--- src/rtl/core/fdf_pkg.sv ---
// shared types and constants for the flooding duplicate filter
`timescale 1ns / 1ps

package fdf_pkg;

    // fixed field widths of the message header and the configuration port
    localparam int MSG_ID_W    = 64;
    localparam int ADDR_W      = 16;
    localparam int HOP_W       = 8;
    localparam int ACTION_W    = 2;
    localparam int TDATA_W     = 88;
    localparam int S_TUSER_W   = 2;
    localparam int APB_DATA_W  = 32;
    localparam int APB_ADDR_W  = 2;

    // message origin codes
    localparam logic OP_RECEIVED = 1'b0;
    localparam logic OP_LOCAL    = 1'b1;

    // register byte addresses
    localparam logic [APB_ADDR_W-1:0] REG_NODE_ADDRESS = 2'd0;

    // routing decision codes
    typedef enum logic [ACTION_W-1:0] {
        ACT_MALFORMED = 2'd0,
        ACT_DUPLICATE = 2'd1,
        ACT_DELIVER   = 2'd2,
        ACT_FORWARD   = 2'd3
    } action_t;

    // control sequencer states
    typedef enum logic [2:0] {
        ST_IDLE = 3'b001,
        ST_SCAN = 3'b010,
        ST_DONE = 3'b100
    } state_t;

endpackage

--- src/rtl/core/flood_duplicate_filter_core.sv ---
// Duplicate suppression and routing decision for one node of a flooding mesh.
// Each transaction on the s_ side is one message header and yields exactly one
// transaction on the m_ side. Recent message ids sit in a ring memory of
// CACHE_DEPTH entries with a registered read port; the ring fills in order from
// entry zero, so a fill count marks which entries hold ids. A well-formed
// received message is checked by reading the stored ids one per cycle and
// comparing each against its id; the walk stops at the first match. A locally
// created or malformed header, or a received one while the ring is empty, goes
// straight to the decision step. The next header is accepted in the idle state,
// which the sequencer enters as the result is registered. One header is
// processed at a time; a result left waiting in the output register blocks
// only the final step of the next header, which registers its result and
// stores its id. Configuration: node_address at byte address 0; the user
// must write it only while the block is idle; the block does not enforce this.
`timescale 1ns / 1ps

module flood_duplicate_filter_core
    import fdf_pkg::*;
#(
    parameter int CACHE_DEPTH = 32,
    parameter int ID_WIDTH    = 64
) (
    input  logic                  aclk,
    input  logic                  aresetn,

    // message headers in
    input  logic                  s_tvalid,
    output logic                  s_tready,
    // message_id [63:0], dest_address [79:64], hop_count [87:80]
    input  logic [TDATA_W-1:0]    s_tdata,
    // opcode [0], header_ok [1]
    input  logic [S_TUSER_W-1:0]  s_tuser,

    // routing results out
    output logic                  m_tvalid,
    input  logic                  m_tready,
    // out_message_id [63:0], out_dest_address [79:64], out_hop_count [87:80]
    output logic [TDATA_W-1:0]    m_tdata,
    // action [1:0]
    output logic [ACTION_W-1:0]   m_tuser,

    // configuration port
    input  logic                  psel,
    input  logic                  penable,
    input  logic                  pwrite,
    input  logic [APB_ADDR_W-1:0] paddr,
    input  logic [APB_DATA_W-1:0] pwdata,
    output logic [APB_DATA_W-1:0] prdata,
    output logic                  pready
);

    localparam int AW = $clog2(CACHE_DEPTH);
    localparam int CW = $clog2(CACHE_DEPTH + 1);

    // ring memory of recent ids
    logic [ID_WIDTH-1:0] id_mem [CACHE_DEPTH];

    state_t              state_reg, state_next;
    logic [ID_WIDTH-1:0] id_reg, id_next;
    logic [ADDR_W-1:0]   dest_reg, dest_next;
    logic [HOP_W-1:0]    hop_reg, hop_next;
    logic                malformed_reg, malformed_next;
    logic                dup_reg, dup_next;
    logic [AW-1:0]       wr_ptr_reg, wr_ptr_next;
    logic [CW-1:0]       fill_reg, fill_next;
    logic [CW-1:0]       rd_cnt_reg, rd_cnt_next;
    logic                rd_pend_reg, rd_pend_next;
    logic [ID_WIDTH-1:0] rd_data_reg;
    logic [ADDR_W-1:0]   node_addr_reg;

    logic                m_tvalid_reg, m_tvalid_next;
    action_t             m_action_reg, m_action_next;
    logic [MSG_ID_W-1:0] m_id_reg, m_id_next;
    logic [ADDR_W-1:0]   m_dest_reg, m_dest_next;
    logic [HOP_W-1:0]    m_hop_reg, m_hop_next;

    logic                s_accept;
    logic                out_free;
    logic                rd_en;
    logic                hit;
    logic                mem_we;
    logic                cfg_we;
    logic                in_opcode;
    logic                in_ok;
    action_t             action;
    logic [HOP_W-1:0]    hop_inc;

    assign in_opcode = s_tuser[0];
    assign in_ok     = s_tuser[1];
    assign s_tready  = (state_reg == ST_IDLE);
    assign s_accept  = s_tvalid && s_tready;
    assign out_free  = !m_tvalid_reg || m_tready;

    // compare the id read last cycle
    assign hit   = rd_pend_reg && (rd_data_reg == id_reg);
    assign rd_en = (state_reg == ST_SCAN) && (rd_cnt_reg < fill_reg) && !hit;

    // routing decision for the held header
    assign hop_inc = (hop_reg == {HOP_W{1'b1}}) ? hop_reg : hop_reg + HOP_W'(1);
    always_comb begin
        if (malformed_reg) begin
            action = ACT_MALFORMED;
        end else if (dup_reg) begin
            action = ACT_DUPLICATE;
        end else if (dest_reg == node_addr_reg) begin
            action = ACT_DELIVER;
        end else begin
            action = ACT_FORWARD;
        end
    end

    assign mem_we = (state_reg == ST_DONE) && out_free && !malformed_reg && !dup_reg;

    // sequencer and output register next state
    always_comb begin
        state_next     = state_reg;
        id_next        = id_reg;
        dest_next      = dest_reg;
        hop_next       = hop_reg;
        malformed_next = malformed_reg;
        dup_next       = dup_reg;
        wr_ptr_next    = wr_ptr_reg;
        fill_next      = fill_reg;
        rd_cnt_next    = rd_cnt_reg;
        rd_pend_next   = 1'b0;
        m_tvalid_next  = m_tvalid_reg;
        m_action_next  = m_action_reg;
        m_id_next      = m_id_reg;
        m_dest_next    = m_dest_reg;
        m_hop_next     = m_hop_reg;

        if (m_tvalid_reg && m_tready) begin
            m_tvalid_next = 1'b0;
        end

        unique case (state_reg)
            ST_IDLE: begin
                if (s_accept) begin
                    id_next        = s_tdata[ID_WIDTH-1:0];
                    dest_next      = s_tdata[MSG_ID_W +: ADDR_W];
                    hop_next       = s_tdata[MSG_ID_W+ADDR_W +: HOP_W];
                    malformed_next = (in_opcode == OP_RECEIVED) && !in_ok;
                    dup_next       = 1'b0;
                    rd_cnt_next    = '0;
                    if ((in_opcode == OP_RECEIVED) && in_ok && (fill_reg != '0)) begin
                        state_next = ST_SCAN;
                    end else begin
                        state_next = ST_DONE;
                    end
                end
            end
            ST_SCAN: begin
                if (hit) begin
                    dup_next   = 1'b1;
                    state_next = ST_DONE;
                end else if (rd_en) begin
                    rd_cnt_next  = rd_cnt_reg + CW'(1);
                    rd_pend_next = 1'b1;
                end else if (!rd_pend_reg) begin
                    state_next = ST_DONE;
                end
            end
            ST_DONE: begin
                if (out_free) begin
                    m_tvalid_next = 1'b1;
                    m_action_next = action;
                    m_id_next     = MSG_ID_W'(id_reg);
                    m_dest_next   = dest_reg;
                    m_hop_next    = (action == ACT_FORWARD) ? hop_inc : hop_reg;
                    if (mem_we) begin
                        if (wr_ptr_reg == AW'(CACHE_DEPTH - 1)) begin
                            wr_ptr_next = '0;
                        end else begin
                            wr_ptr_next = wr_ptr_reg + AW'(1);
                        end
                        if (fill_reg != CW'(CACHE_DEPTH)) begin
                            fill_next = fill_reg + CW'(1);
                        end
                    end
                    state_next = ST_IDLE;
                end
            end
            default: begin
                state_next = ST_IDLE;
            end
        endcase
    end

    // control registers
    always_ff @(posedge aclk) begin
        if (!aresetn) begin
            state_reg    <= ST_IDLE;
            wr_ptr_reg   <= '0;
            fill_reg     <= '0;
            rd_cnt_reg   <= '0;
            rd_pend_reg  <= 1'b0;
            m_tvalid_reg <= 1'b0;
        end else begin
            state_reg    <= state_next;
            wr_ptr_reg   <= wr_ptr_next;
            fill_reg     <= fill_next;
            rd_cnt_reg   <= rd_cnt_next;
            rd_pend_reg  <= rd_pend_next;
            m_tvalid_reg <= m_tvalid_next;
        end
    end

    // header and result payload
    always_ff @(posedge aclk) begin
        id_reg        <= id_next;
        dest_reg      <= dest_next;
        hop_reg       <= hop_next;
        malformed_reg <= malformed_next;
        dup_reg       <= dup_next;
        m_action_reg  <= m_action_next;
        m_id_reg      <= m_id_next;
        m_dest_reg    <= m_dest_next;
        m_hop_reg     <= m_hop_next;
    end

    // id ring memory, one write and one registered read port
    always_ff @(posedge aclk) begin
        if (mem_we) begin
            id_mem[wr_ptr_reg] <= id_reg;
        end
    end

    always_ff @(posedge aclk) begin
        if (rd_en) begin
            rd_data_reg <= id_mem[rd_cnt_reg[AW-1:0]];
        end
    end

    // configuration register
    assign cfg_we = psel && penable && pwrite && pready;

    always_ff @(posedge aclk) begin
        if (!aresetn) begin
            node_addr_reg <= '0;
        end else if (cfg_we && (paddr == REG_NODE_ADDRESS)) begin
            node_addr_reg <= pwdata[ADDR_W-1:0];
        end
    end

    assign pready = 1'b1;
    assign prdata = (paddr == REG_NODE_ADDRESS) ? APB_DATA_W'(node_addr_reg) : '0;

    // result channel
    assign m_tvalid = m_tvalid_reg;
    assign m_tdata  = {m_hop_reg, m_dest_reg, m_id_reg};
    assign m_tuser  = m_action_reg;

`ifndef SYNTHESIS
    // a new result only comes out of the decision step
    assert property (@(posedge aclk) disable iff (!aresetn)
        $rose(m_tvalid_reg) |-> $past(state_reg == ST_DONE))
        else $error("result raised outside decision step");

    // the ring never counts more ids than it holds
    assert property (@(posedge aclk) disable iff (!aresetn)
        fill_reg <= CW'(CACHE_DEPTH))
        else $error("fill count beyond ring depth");

    // dropped headers leave the ring untouched
    assert property (@(posedge aclk) disable iff (!aresetn)
        (state_reg == ST_DONE && (malformed_reg || dup_reg)) |=>
            $stable(fill_reg) && $stable(wr_ptr_reg))
        else $error("dropped header changed the ring");

    // a match is only seen while walking the ring
    assert property (@(posedge aclk) disable iff (!aresetn)
        rd_pend_reg |-> $past(state_reg == ST_SCAN))
        else $error("ring read outside the walk");
`endif

endmodule

--- config.mk ---
export PLATFORM = sky130hd
export DESIGN_NAME = flood_duplicate_filter_core
export DESIGN_NICKNAME = d
export VERILOG_FILES = /design/src/rtl/core/fdf_pkg.sv /design/src/rtl/core/flood_duplicate_filter_core.sv
export SDC_FILE = /design/constraint.sdc
export NUM_CORES = 2
export LEC_CHECK = 0
export BUFFER_PORTS_ARGS = -buffer_cell sky130_fd_sc_hd__buf_2
export CORE_MARGIN = 2
export CORE_UTILIZATION = 35
export DETAILED_ROUTE_END_ITERATION = 16
export SETUP_SLACK_MARGIN = 0.5
export SLEW_MARGIN = 20
export SYNTH_ARGS = -nofsm -noshare
export SYNTH_HDL_FRONTEND = slang
export SYNTH_SLANG_ARGS = --single-unit
--- constraint.sdc ---
create_clock -name aclk -period 17.8 [get_ports aclk]
set_input_delay 1.78 -clock aclk [delete_from_list [all_inputs] [get_ports aclk]]
set_output_delay 1.78 -clock aclk [all_outputs]
set_load 0.05 [all_outputs]
==> impl.org <==
** GRT
- Number of global-route vias before repair :: 41240
- Entering global routing, the biggest net connects 133 pins.
- For this run, the total global-route usage over all layers was measured as 16.79%.
- The first global-routing pass estimated 305.6 mm of wire.
- Total global routing overflow :: 0
- The initial antenna violation count came to 7.

** Worst setup path
- Critical path's most frequent cell :: sky130_fd_sc_hd__buf_4
- The worst setup path is captured at a flop.
- Data arrival time of the critical path :: 5.64 ns
- For the worst setup path, the data required time is 18.26 ns.
- Along the worst path, the maximum fanout reaches 30.
- On the worst path, the slowest cell contributes a delay of 0.89 ns.
- Type of the worst setup path :: primary input to flop
- On the critical path, the stage with the largest delay is an instance of sky130_fd_sc_hd__nor2_4.
- The signal on the critical path passes through buf_2 > nor2b_1 > nor4_2 > nand2_1 > nor2_4 > buf_4 > buf_4.
- STA classifies the critical path startpoint as a primary input.

** Synth
- Post-Synthesis Mean Instance Area :: 24.48 sq um
- Counting flops and latches in the post-synthesis netlist gives 2330.
- Top-area cell type share of the netlist area :: 78.22%
- Most area-hungry cell type in the Yosys netlist :: sky130_fd_sc_hd__edfxtp_1
- Counting flops with a built-in enable in the synthesized netlist gives 2292.
- Synthesis instantiated 46 different standard cells from the library.
- In the synthesized netlist, the number of instances is 3595.
- During synthesis, Yosys emitted a total of 0 warnings.
- In the synthesized netlist the dominant register cell turns out to be sky130_fd_sc_hd__edfxtp_1.
- Proportion of register bits with asynchronous set or reset after synthesis :: 0%
- Ranked by total cell area, the synthesized netlist is headed by sky130_fd_sc_hd__edfxtp_1 78%, sky130_fd_sc_hd__mux4_2 16%, sky130_fd_sc_hd__mux2_2 0.87%.
- Sequential cell area fraction in the yosys report :: 79.08%
- Synthesized cell area :: 87990 sq um

** Min path
- Hold/Removal Path Class :: flop to flop

** Timing
- Dividing the final minimum period by the clock period gives 29.11%.
- Worst hold slack across all endpoints :: 0.4561 ns
- In the final timing run, aggregate negative setup slack is 0 ns.
- Slew headroom :: 23.82%
- Setup clock skew after layout :: 0.06582 ns
- The number of slew-limit violations in the final report was 0.
- Unrepaired setup endpoints after global routing :: no
- FMAX :: 193.0 MHz
- Slew at the pin closest to its max-slew limit :: 1.140 ns
- Minimum clock period :: 5.182 ns
- Setup violations remaining at the end of the flow were counted as 0.
- The count of endpoints failing hold in the final timing report is 0.

** Placement
- Buffers placed on the I/O ports in this run total 222.
- Placer Congestion :: 0.7390
- Once detailed placement completed, the half-perimeter wirelength came to 108.7 mm.
- Including well taps, the total number of placed cells is 7155.

** Floorplan
- DIE AREA :: 255400 sq um
- Vertical die dimension :: 505.4 um
- Placement row count :: 184
- In this run the count of I/O pins placed on the die edge is 256.
- The die is 505.4 um wide.
- The total area inside the core boundary comes to 250700 sq um.
- For this configuration, the core starts out at a cell density of 35.10%.

** Finish
- The post-route netlist has 34.55% of its cells at a drive strength greater than 1.
- Counting flops per register, the top entry is id_mem.
- Fill cells in the final layout number 21640.
- The final layout contains 4195 nets.
- Max reg flops :: 2048
- The finished layout holds 7613 standard cells, fillers aside.
- Compared with the post-synthesis result, the final layout area differs by 15.73%.

** Power
- The clock network burns 43.5% of the power.
- Of the total power, registers draw 53.8%.
- Share of power burned in combinational logic :: 2.7%
- Power Internal :: 8.998 mW
- Dividing total power by cell area gives a power density of 112.4 nW/um^2.
- Across the VDD grid, the largest voltage drop is 0.1022 mV.
- Standby leakage power :: 30.69 nW
- Of the total power, the share spent switching nets is 21.37%.
- Total power for the finished layout comes to 11.44 mW.
- Switching power summed over all nets :: 2.445 mW

** Detailed routing
- The detailed router placed 39980 vias in this run.
- Iteration-0 DRC Markers :: 4639
- Remaining number of nets flagged by the antenna check after routing :: 0
- Number of search-and-repair iterations in the first detailed-routing pass :: 7
- For this block, the routed nets add up to 216.6 mm of wire.
- Dividing the detail-routed wire length by the instance count gives 28.46 um.
- Vias per inst :: 5.252
- In the routed design, unresolved DRC markers number 0.

** Clock tree
- TritonCTS Sinks :: 2330
- Clock latency on the worst-skew pair, taken at its later pin, is 0.90 ns.
- TritonCTS built the clock tree.
- Number of hold buffers added after cts :: 0
- Total setup buffers inserted after CTS :: 0
- Maximum level of the CTS H-tree :: 4
- Clock-pin slew was measured on the worst setup and hold paths at 0.06 ns.
- TritonCTS created 240 clock buffers.
- Number of instances resized during post-cts repair :: 0
- In this run the clock root is driven by a sky130_fd_sc_hd__clkbuf_16.
- Longest Clk Path Bufs :: 3

** Job
- Max-cap violations :: 0

** Status
- The run finished with clean final reports.
-- cell usage in the layout (no fill, tap or decap), types with 3 or more instances in the layout --
| cell type | synthesis | routed |
|---|---|---|
| sky130_fd_sc_hd__and3_1 | 5 | 5 |
| sky130_fd_sc_hd__nand3b_1 | 3 | 3 |
| sky130_fd_sc_hd__inv_6 | 0 | 9 |
| sky130_fd_sc_hd__and2_1 | 16 | 16 |
| sky130_fd_sc_hd__nor2b_1 | 3 | 3 |
| sky130_fd_sc_hd__nor3b_1 | 4 | 4 |
| sky130_fd_sc_hd__buf_4 | 17 | 153 |
| sky130_fd_sc_hd__conb_1 | 2 | 17 |
| sky130_fd_sc_hd__clkinv_2 | 0 | 30 |
| sky130_fd_sc_hd__clkbuf_16 | 0 | 240 |
| sky130_fd_sc_hd__bufinv_16 | 0 | 20 |
| sky130_fd_sc_hd__nor3_1 | 8 | 8 |
| sky130_fd_sc_hd__dfxtp_4 | 0 | 5 |
| sky130_fd_sc_hd__ha_1 | 14 | 14 |
| sky130_fd_sc_hd__edfxtp_1 | 2292 | 2292 |
| sky130_fd_sc_hd__dfxtp_1 | 38 | 33 |
| sky130_fd_sc_hd__clkinv_1 | 0 | 68 |
| sky130_fd_sc_hd__inv_8 | 0 | 3 |
| sky130_fd_sc_hd__xor2_1 | 27 | 27 |
| sky130_fd_sc_hd__mux4_2 | 640 | 640 |
| sky130_fd_sc_hd__inv_1 | 13 | 11 |
| sky130_fd_sc_hd__clkbuf_1 | 87 | 44 |
| sky130_fd_sc_hd__clkinv_8 | 0 | 4 |
| sky130_fd_sc_hd__clkinv_4 | 0 | 4 |
| sky130_fd_sc_hd__nor4_1 | 8 | 8 |
| sky130_fd_sc_hd__xnor2_1 | 61 | 61 |
| sky130_fd_sc_hd__buf_2 | 40 | 222 |
| sky130_fd_sc_hd__nand2_1 | 59 | 59 |
| sky130_fd_sc_hd__clkinvlp_4 | 0 | 15 |
| sky130_fd_sc_hd__nand3_1 | 10 | 10 |
| sky130_fd_sc_hd__nand4_1 | 22 | 22 |
| sky130_fd_sc_hd__o211ai_1 | 4 | 4 |
| sky130_fd_sc_hd__nor2_4 | 0 | 33 |
| sky130_fd_sc_hd__mux2_2 | 68 | 68 |
| sky130_fd_sc_hd__a21oi_1 | 28 | 28 |
| sky130_fd_sc_hd__clkbuf_8 | 0 | 6 |
| sky130_fd_sc_hd__clkinv_16 | 0 | 10 |
| sky130_fd_sc_hd__diode_2 | 0 | 4 |
| sky130_fd_sc_hd__nor2_1 | 59 | 26 |
| sky130_fd_sc_hd__o21ai_0 | 6 | 6 |
-- worst paths after layout --
kind,slack (ns),end,cells after the start,startpoint
max reg2reg,12.64,rd_data_reg[25],8,id_reg[37]
min,0.46,m_id_reg[6],0,id_reg[6]
max,12.62,id_mem[1][28],7,m_tready
min reg2reg,0.46,m_id_reg[6],0,id_reg[6]
-- kinds of logic (layout without fill, tap and decap cells) --
logic type | Yosys count | after routing | share of synthesized area, %
AO/OA/AOI/OAI | 50 | 50 | 0.3256
XOR/XNOR | 88 | 88 | 0.8759
adder cells (fa/ha/maj) | 14 | 14 | 0.1991
buffers and inverters | 193 | 844 | 1.081
flip-flops | 2330 | 2330 | 79.08
multiplexers | 710 | 710 | 17.27
other | 2 | 21 | 0.008535
AND/OR/NAND/NOR | 208 | 208 | 1.156
-- synth_stat cells, drive strengths merged (2+ instances only) --
cell type,n
a21oi,28
ha,14
o21a,2
mux4,640
mux2i,2
nand3b,3
dfxtp,38
conb,2
mux2,68
nand2,59
nor3b,4
nor2,59
xnor2,61
or3b,2
nand4,22
nand3,10
buf,93
xor2,27
o41ai,2
inv,13
edfxtp,2292
nor2b,3
nor4,9
or4,2
o211ai,4
a31oi,2
and3,5
o21ai,8
nor3,8
and2,16
clkbuf,87
-- per-layer routing --
layer / share of wire [%] / track usage [%] / wire, um
met1: 41 / 23.07 / 89420
met2: 49 / 27.43 / 106200
met3: 7.3 / 3.219 / 15810
met4: 2.4 / 4.499 / 5181
met5: 0.018 / 0 / 38
-- per-stage QoR --
stage               util [%]  worst slack [ns]  instance area (sq um)
floorplan                  -             10.36                  88050
global placement       37.46             11.66                  93910
detailed placement     37.46             11.61                  93910
CTS                    40.61             12.56                 101800
global route           40.61             12.44                 101800
finish                 40.62             12.62                 101800
-- power groups by stage --
stage               combinational, mW  sequential (mW)  clock (mW)
finish                          0.303             6.16        4.98
global route                    0.329             6.16        5.29
CTS                             0.308             6.16        5.10
detailed placement              0.308             6.28           0
global placement                0.296             6.27           0
floorplan                      0.0609             6.37           0
-- cell type report --
type | instances | area (sq um) | share of cell area, %
Inverter | 13 | 56.30 | 0.05529
Multi-Input combinational cell | 1087 | 17760 | 17.44
Antenna cell | 4 | 10.01 | 0.009829
Sequential cell | 2330 | 69610 | 68.35
Clock buffer | 290 | 6254 | 6.141
Clock inverter | 163 | 1643 | 1.613
Tap cell | 3348 | 4189 | 4.114
Timing Repair Buffer | 378 | 2315 | 2.273
-- worst max-delay path, delay by kind of cell --
family / cells / cell delay (ns)
AND/OR/NAND/NOR: 4 / 2.34
buffers and inverters: 3 / 1.45
(Power assumes the default switching activity.)
